[config.mk]
export PLATFORM = sky130hd
export DESIGN_NAME = rayg_flow
export DESIGN_NICKNAME = d
export VERILOG_FILES = /design/src/rtl/rayg_pkg.sv /design/src/rtl/rayg_flow.sv
export SDC_FILE = /design/constraint.sdc
export NUM_CORES = 1
export LEC_CHECK = 0
export BUFFER_PORTS_ARGS = -buffer_cell sky130_fd_sc_hd__buf_2
export CORE_AREA = 8 8 55 62
export CTS_CLUSTER_DIAMETER = 100
export DETAILED_ROUTE_END_ITERATION = 10
export DIE_AREA = 0 0 63 70
export GPL_ROUTABILITY_DRIVEN = 0
export PLACE_DENSITY = 0.79
export SLEW_MARGIN = 25
export SYNTH_ARGS = -nofsm -noshare
export SYNTH_HDL_FRONTEND = slang
export SYNTH_SLANG_ARGS = --single-unit
export TNS_END_PERCENT = 1
[constraint.sdc]
create_clock -name aclk -period 4.6 [get_ports aclk]
set_input_delay 0.92 -clock aclk [delete_from_list [all_inputs] [get_ports aclk]]
set_output_delay 0.92 -clock aclk [all_outputs]
set_load 0.01 [all_outputs]
[src/rtl/rayg_pkg.sv]
package rayg_pkg;

    localparam int PIXEL_BITS = 12;
    localparam int COMP_W     = 21;
    localparam int VEC_W      = 3 * COMP_W;
    localparam int OFS_W      = 20;
    localparam int INV_W      = 16;
    localparam int DIR_W      = 18;
    localparam int CFG_IDX_W  = 3;

    // register indexes
    localparam logic [CFG_IDX_W-1:0] REG_EYE_POS       = 3'd0;
    localparam logic [CFG_IDX_W-1:0] REG_CENTER_DIR    = 3'd1;
    localparam logic [CFG_IDX_W-1:0] REG_HORIZ_AXIS    = 3'd2;
    localparam logic [CFG_IDX_W-1:0] REG_VERT_AXIS     = 3'd3;
    localparam logic [CFG_IDX_W-1:0] REG_ORIGIN_OFFSET = 3'd4;
    localparam logic [CFG_IDX_W-1:0] REG_INV_WIDTH     = 3'd5;
    localparam logic [CFG_IDX_W-1:0] REG_INV_HEIGHT    = 3'd6;

    // datapath widths
    localparam int PRX_W  = PIXEL_BITS + 1 + INV_W;   // (2x+1)*inv
    localparam int SX_W   = PRX_W + 1;                // signed screen coord, Q.17
    localparam int PR_W   = SX_W + COMP_W;            // axis * coord
    localparam int D_W    = PR_W + 2;                 // direction, Q.29
    localparam int MSB_W  = $clog2(D_W);
    localparam int MAG_W  = 30;                       // normalized magnitude
    localparam int SQ1_W  = 2 * MAG_W;
    localparam int SQ_W   = 64;                       // radicand
    localparam int ROOT_W = 32;
    localparam int REM_W  = 36;
    localparam int NUM_W  = 49;                       // dividend / remainder
    localparam int Q_W    = 18;
    localparam int PW     = DIR_W + OFS_W + 1;        // dir * offset, Q.28
    localparam int SH_W   = PW - 16;
    localparam int OW     = SH_W + 1;

    localparam logic [MSB_W-1:0] NORM_POS = MSB_W'(MAG_W - 1);
    localparam int HALF_Q16  = 65536;
    localparam int ROUND_Q16 = 32768;
    localparam int CENTER_SH = 17;
    localparam int ORG_MAX   = 1048575;
    localparam int ORG_MIN   = -1048576;

    // pipeline stage map
    localparam int ST_SCR      = 0;
    localparam int ST_MUL      = 1;
    localparam int ST_SUM      = 2;
    localparam int ST_ABS      = 3;
    localparam int ST_LOD      = 4;
    localparam int ST_NRM      = 5;
    localparam int ST_SQR      = 6;
    localparam int ST_SSQ      = 7;
    localparam int SQRT_STEPS  = 4;
    localparam int SQRT_STAGES = SQ_W / (2 * SQRT_STEPS);
    localparam int ST_RT0      = ST_SSQ + 1;
    localparam int ST_NUM      = ST_RT0 + SQRT_STAGES;
    localparam int DIV_STEPS   = 3;
    localparam int DIV_STAGES  = Q_W / DIV_STEPS;
    localparam int ST_DV0      = ST_NUM + 1;
    localparam int ST_OFS      = ST_DV0 + DIV_STAGES;
    localparam int ST_ORG      = ST_OFS + 1;
    localparam int NST         = ST_ORG + 1;

    typedef struct packed {
        logic [REM_W-1:0]  rem;
        logic [ROOT_W-1:0] root;
        logic [SQ_W-1:0]   a;
    } sq_t;

    typedef struct packed {
        logic [ROOT_W-1:0]          n;
        logic [2:0][NUM_W-1:0]      r;
        logic [2:0][Q_W-1:0]        q;
    } dv_t;

    typedef struct packed {
        logic [NST-1:0] ld;
        logic [NST-1:0] vld;
    } pipe_ctl_t;

    function automatic logic signed [COMP_W-1:0] comp_of(
        input logic [VEC_W-1:0] v, input int k);
        comp_of = $signed(v[k*COMP_W +: COMP_W]);
    endfunction

    function automatic logic [MSB_W-1:0] msb_idx(input logic [D_W-1:0] v);
        logic [MSB_W-1:0] p;
        p = '0;
        for (int b = 0; b < D_W; b++) begin
            if (v[b]) begin
                p = MSB_W'(b);
            end
        end
        msb_idx = p;
    endfunction

    // one radix-4 digit of the integer square root
    function automatic sq_t sqrt_step(input sq_t s);
        logic [REM_W-1:0]  r2;
        logic [ROOT_W+1:0] t;
        sq_t o;
        r2 = {s.rem[REM_W-3:0], s.a[SQ_W-1 -: 2]};
        t  = {s.root, 2'b01};
        o.a = s.a << 2;
        if (r2 >= REM_W'(t)) begin
            o.rem  = r2 - REM_W'(t);
            o.root = {s.root[ROOT_W-2:0], 1'b1};
        end else begin
            o.rem  = r2;
            o.root = {s.root[ROOT_W-2:0], 1'b0};
        end
        sqrt_step = o;
    endfunction

    // one restoring-division bit for all three components
    function automatic dv_t div_step(input dv_t d, input int bitpos);
        logic [NUM_W-1:0] sub;
        dv_t o;
        o = d;
        sub = NUM_W'(d.n) << bitpos;
        for (int k = 0; k < 3; k++) begin
            if (d.r[k] >= sub) begin
                o.r[k] = d.r[k] - sub;
                o.q[k] = d.q[k] | (Q_W'(1) << bitpos);
            end
        end
        div_step = o;
    endfunction

endpackage

[src/rtl/rayg_flow.sv]
module rayg_flow (
    input  logic                  aclk,
    input  logic                  aresetn,
    input  logic                  s_valid,
    input  logic                  m_ready,
    output rayg_pkg::pipe_ctl_t   ctl
);

    logic [rayg_pkg::NST-1:0] vld_reg;
    logic [rayg_pkg::NST-1:0] vld_next;
    logic [rayg_pkg::NST-1:0] ld;

    // a stage loads when it is empty or its successor loads
    always_comb begin
        ld[rayg_pkg::NST-1] = !vld_reg[rayg_pkg::NST-1] || m_ready;
        for (int i = rayg_pkg::NST-2; i >= 0; i--) begin
            ld[i] = !vld_reg[i] || ld[i+1];
        end
        vld_next[0] = ld[0] ? s_valid : vld_reg[0];
        for (int i = 1; i < rayg_pkg::NST; i++) begin
            vld_next[i] = ld[i] ? vld_reg[i-1] : vld_reg[i];
        end
    end

    always_ff @(posedge aclk) begin
        if (!aresetn) begin
            vld_reg <= '0;
        end else begin
            vld_reg <= vld_next;
        end
    end

    // ld sits above vld in the packed struct
    assign ctl = {ld, vld_reg};

endmodule

==> run summary, run 1 <==
Sequential share of the synthesized area: 0.462
Max-slew headroom: 0.574
RSZ-0062 raised after global routing: false
Clk root buf: clkbuf_4
CP required: 3.68 ns
Final Cycle Share: 0.672
Max-Cap Viols: 0
Most instantiated library cell after synthesis: dfxtp_1
Num Clock Sinks: 25
Post-layout instance area: 1380 um2
Actual slew at the worst max-slew pin: 0.632 ns
Die Wd: 63 um
Port bufs: 53
M2 GR Usage: 0.186
Routed vias/inst: 4.94
CTS tree: yes
Worst setup path category: in2out
Status: complete, no violations
IO Pins: 54
Crit-path slowest cell: nor4_1
Antenna violations before repair: 0
Synth Net Count: 129
Synth Flop Type: dfxtp_1
Largest register FFs: 25
Crit path from: m_ready
Routed wire length: 2.66 mm
Leak Pwr: 0.579 nW
Pwr per Cell Area: 235 nW/um2
Max Transition Viols Final: 0
Crit path time final: 3.09 ns
Utilization after layout: 0.575
R2R Setup Slk: 2.94 ns
Synth area leader: dfxtp_1
Yosys reg bits: 25
Setup crit start kind: input port
Cts hold-fix bufs: 0
Worst Hold Class: reg2reg
DP Area: 1350 um2
GR peak layer: met2
CTS clk-pin slew, worst paths: 0.13 ns
Die Area: 4410 um2
Post-synth ARST share: 0
Antenna cells: 0
Synth cell count leaders: dfxtp_1 (25), nand2_1 (23), inv_1 (14)
Die Span Y: 70 um
First-pass GRT wire length: 4.43 mm
Total CTS buffers: 3
Hold Crit Start: vld_reg[5]
Final ANT Viol Nets: 0
# Post-CTS Setup Buffers: 0
Worst path most repeated cell: buf_2
Maximum clock rate: 0.323 GHz
Vias post-DR: 1,028
CTS max path bufs: 2
Synthesis Warnings: 0
Drt pass-1 iters: 4
Met1 Resource Use GR: 0.139
Worst reg2reg startpoint: vld_reg[16]
DRC: 0
Final hold violation count: 0
Final Skew: 0.00270 ns
Initial Util: 0.451
FP Rows: 19
Gr usage total: 0.114
CTS resizes: 0
Mapped Cells: 125
Clock Latency Late Sink: 0.30 ns
Number of global-route vias before repair: 1,049
Post-Layout Cell Count: 208
DR iter-0 viols: 40
Netlist cell types: 31
Power Total: 0.324 mW
Area of the core: 2400 um2
Ranking of synthesized cells by area: dfxtp_1 (46%), nand2_1 (8.0%), o21a_1 (6.2%)
Setup_tns: 0 ns
Count of final setup violators: 0
Post-Syn Area per Cell: 8.66 um2
GRT overflow: 0
Placed cell count: 204
Critical path peak fanout: 5
Crit path DAT: 2.17 ns
CP max stage delay: 0.60 ns
Met3 Use GR: 0.0494
Routed len/inst: 12.8 um
Area growth, synth to finish: 27.5%
Synth Cell Area: 1080 um2
Critical path cell sequence: buf_2 -> nor2b_1 -> inv_1 -> nor4_1 -> nand2_1 -> buf_2
Final layout net count: 182
Crit. End Element: output port
Share of the synthesized area in the top cell type: 0.462
H-tree levels: 1
Largest net degree at the start of global routing: 30
Hpwl dp: 2.09 mm
Layout cells sized above 1: 0.373
VDD IR max: 0.000172 V
Post-synth EDFFs: 0
routing by layer:
layer,up-vias,part of all wire
met2,34,0.45
met5,-,0
met4,0,0
li1,526,-
met3,0,0.072
met1,468,0.47
metrics by stage:
step / setup slack (ns) / hold WS, ns
floorplan: 1.84 / 0.493
global placement: 1.58 / 0.459
detailed placement: 1.54 / 0.471
CTS: 1.53 / 0.494
global route: 1.36 / 0.515
finish: 1.51 / 0.492
area by class of cell:
cell class / instances / area [um2]
clock buffer: 4 / 26.3
sequential: 25 / 500
timing repair buffer: 53 / 265
tap: 31 / 38.8
multi-input combinational: 80 / 490
inverter: 15 / 58.8
fill: 222 / 1020
cells by family after synthesis:
group | count (synthesis) | synth area share
AOI/OAI and AO/OA | 24 | 0.155
and+or+nand+nor | 56 | 0.298
buffers and inverters | 20 | 0.0844
DFF | 25 | 0.462
worst max-delay path, delay by kind of cell:
kind	cells	cell delay, ns
and+or+nand+nor	3	0.88
buffers and inverters	3	0.37
power breakdown:
part	switching [mW]	total, mW	internal (mW)
sequential	0.00143	0.219	0.218
combinational	0.00564	0.00951	0.00387
clock	0.0610	0.0948	0.0338
total	0.0681	0.324	0.256
path summary, 6_finish.rpt:
path	end	depth (start not counted)
max	ctl[36]	6
min	vld_reg[6]	2
max reg2reg	vld_reg[1]	5
min reg2reg	vld_reg[6]	2
layout by cell type, fill, tap and decap left out, drive strengths merged, types with 5 or more instances in the layout:
cell type | netlist | routed
buf | 2 | 53
dfxtp | 25 | 25
nand2 | 23 | 23
inv | 15 | 15
o21a | 9 | 9
o21ai | 7 | 7
nand3 | 6 | 6
nand4 | 6 | 6
nor2b | 5 | 5
Power figures use the tool's default switching activity.
==> run 2: changes to the inputs <==
--- a/config.mk
+++ b/config.mk
@@ -5,13 +5,14 @@
 export SDC_FILE = /design/constraint.sdc
 export NUM_CORES = 1
 export LEC_CHECK = 0
+export ABC_AREA = 1
 export BUFFER_PORTS_ARGS = -buffer_cell sky130_fd_sc_hd__buf_2
-export CORE_AREA = 8 8 55 62
+export CORE_AREA = 8 8 56 63
 export CTS_CLUSTER_DIAMETER = 100
 export DETAILED_ROUTE_END_ITERATION = 10
-export DIE_AREA = 0 0 63 70
+export DIE_AREA = 0 0 64 71
 export GPL_ROUTABILITY_DRIVEN = 0
-export PLACE_DENSITY = 0.79
+export PLACE_DENSITY = 0.74
 export SLEW_MARGIN = 25
 export SYNTH_ARGS = -nofsm -noshare
 export SYNTH_HDL_FRONTEND = slang
==> constraint.sdc (replaced) <==
create_clock -name aclk -period 2.85 [get_ports aclk]
set_input_delay 0.57 -clock aclk [delete_from_list [all_inputs] [get_ports aclk]]
set_output_delay 0.57 -clock aclk [all_outputs]
set_load 0.01 [all_outputs]
==> run summary, run 2 <==
Status: finished, violations left
Violated checks: setup timing
Clk root buf: clkbuf_4
Hpwl dp: 2.16 mm
Synth Net Count: 118
Crit path DAT: 2.30 ns
Die Span Y: 71 um
Final layout net count: 183
RSZ-0062 raised after global routing: true
Synth area leader: dfxtp_1
Area growth, synth to finish: 41.5%
Die Area: 4540 um2
Hold Crit Start: aresetn
GRT overflow: 0
Crit path from: m_ready
Antenna violations before repair: 0
Post-layout instance area: 1440 um2
Largest net degree at the start of global routing: 24
H-tree levels: 1
Utilization after layout: 0.560
Routed wire length: 2.59 mm
Setup crit start kind: input port
Sequential share of the synthesized area: 0.491
VDD IR max: 0.000299 V
CTS clk-pin slew, worst paths: 0.12 ns
Commonest non-fill, non-tap cell in the layout: buf_2
Crit. End Element: output port
Vias post-DR: 942
Largest register FFs: 25
Max-slew headroom: 0.524
Final hold violation count: 0
Commonest cells after routing, fill and taps aside: buf_2 (51), inv_1 (30), dfxtp_1 (23), a21oi_1 (16), nor2_1 (14)
Number of global-route vias before repair: 1,003
Netlist cell types: 13
Total CTS buffers: 3
Max Transition Viols Final: 0
Final worst slack: -0.0201 ns
Power Total: 0.525 mW
Worst Hold Class: in2reg
CTS tree: yes
Mapped Cells: 114
Pre-CTS setup slack: -0.0658 ns
Synth Cell Area: 1020 um2
First-pass GRT wire length: 4.24 mm
Count of final setup violators: 2
Routed vias/inst: 4.46
DR iter-0 viols: 20
Max-Cap Viols: 0
IO Pins: 54
Final ANT Viol Nets: 0
Leak Pwr: 0.630 nW
Share of the synthesized area in the top cell type: 0.491
FP Rows: 20
Routed len/inst: 12.3 um
Setup_tns: -0.0368 ns
Post-Syn Area per Cell: 8.94 um2
Final Cycle Share: 1.01
Synth Flop Type: dfxtp_1
Worst setup path category: in2out
Initial Util: 0.396
Drt pass-1 iters: 2
Area of the core: 2580 um2
Worst reg2reg startpoint: vld_reg[23]
Synth cell count leaders: inv_1 (30), dfxtp_1 (25), a21oi_1 (16)
Port bufs: 53
Clock Latency Late Sink: 0.31 ns
Post-synth EDFFs: 0
Antenna cells: 0
Maximum clock rate: 0.348 GHz
Final Skew: 0.00685 ns
Synthesis Warnings: 0
CTS max path bufs: 2
Post-synth ARST share: 0
Actual slew at the worst max-slew pin: 0.713 ns
Ranking of synthesized cells by area: dfxtp_1 (49%), inv_1 (11%), nand4_4 (10%)
DP Area: 1380 um2
Critical path peak fanout: 4
Crit path time final: 2.87 ns
Yosys reg bits: 25
Gr usage total: 0.114
Die Wd: 64 um
Num Clock Sinks: 25
CP required: 2.28 ns
Pwr per Cell Area: 364 nW/um2
Most instantiated library cell after synthesis: inv_1
Layout cells sized above 1: 0.483
DRC: 0
-- run 2: logic make-up after synthesis --
| family | synth area share |
|---|---|
| AO/OA/AOI/OAI | 0.110 |
| buffers and inverters | 0.125 |
| flip-flops | 0.491 |
| AND/OR/NAND/NOR | 0.274 |
-- run 2: metal layers --
metal	vias to the layer above	share of wire	global-route usage
li1	472	-	-
met1	435	0.38	0.0984
met2	31	0.54	0.217
met3	4	0.072	0.0332
met4	0	0.015	0.0769
met5	-	0	0
-- run 2: worst paths after layout --
| path | cells past startpoint | slack [ns] | endpoint |
|---|---|---|---|
| max | 16 | -0.02 | ctl[25] |
| max reg2reg | 15 | 0.72 | vld_reg[0] |
| min | 2 | 0.49 | vld_reg[10] |
| min reg2reg | 2 | 0.49 | vld_reg[24] |
-- run 2: through the flow --
step / std cells / hold slack (ns)
6_report: 211 / 0.486
5_1_grt: 211 / 0.464
4_1_cts: 210 / 0.468
3_5_place_dp: 206 / 0.482
3_3_place_gp: 206 / 0.465
2_1_floorplan: 114 / 0.496
-- run 2: power breakdown --
part	switching (mW)	leakage, nW	internal [mW]	total (mW)
Combinational	0.0106	0.412	0.00572	0.0163
Sequential	0.00215	0.203	0.352	0.354
Clock	0.100	0.0150	0.0546	0.155
Total	0.113	0.630	0.412	0.525
-- run 2: area by class of cell --
type                    count  area [um2]
clock buffers               4        26.3
fillers                   250        1130
inverters                  32         120
multi-input cells          55         407
flip-flops and latches     25         503
well taps                  33        41.3
repair buffers             62         345
-- run 2: repair_timing --
item,4_1_cts,5_1_grt
endpoints found under the hold margin,0,0
pin swaps,0,0
hold buffers,0,0
endpoints found under the setup margin,6,7
setup buffers,0,1
resized for setup,6,1
-- run 2: critical path, cell delays in order --
cell and delay [ns]:
buf_6 0.09, inv_2 0.07, nand3_4 0.08, nor2_4 0.12
nand4_4 0.11, nor2_4 0.13, nand4_4 0.10, nor2_4 0.13
nand4_4 0.10, nor2_4 0.13, nand4_4 0.09, nor2_4 0.14
nand4_4 0.10, nor2_4 0.13, nand3_2 0.09, buf_6 0.13
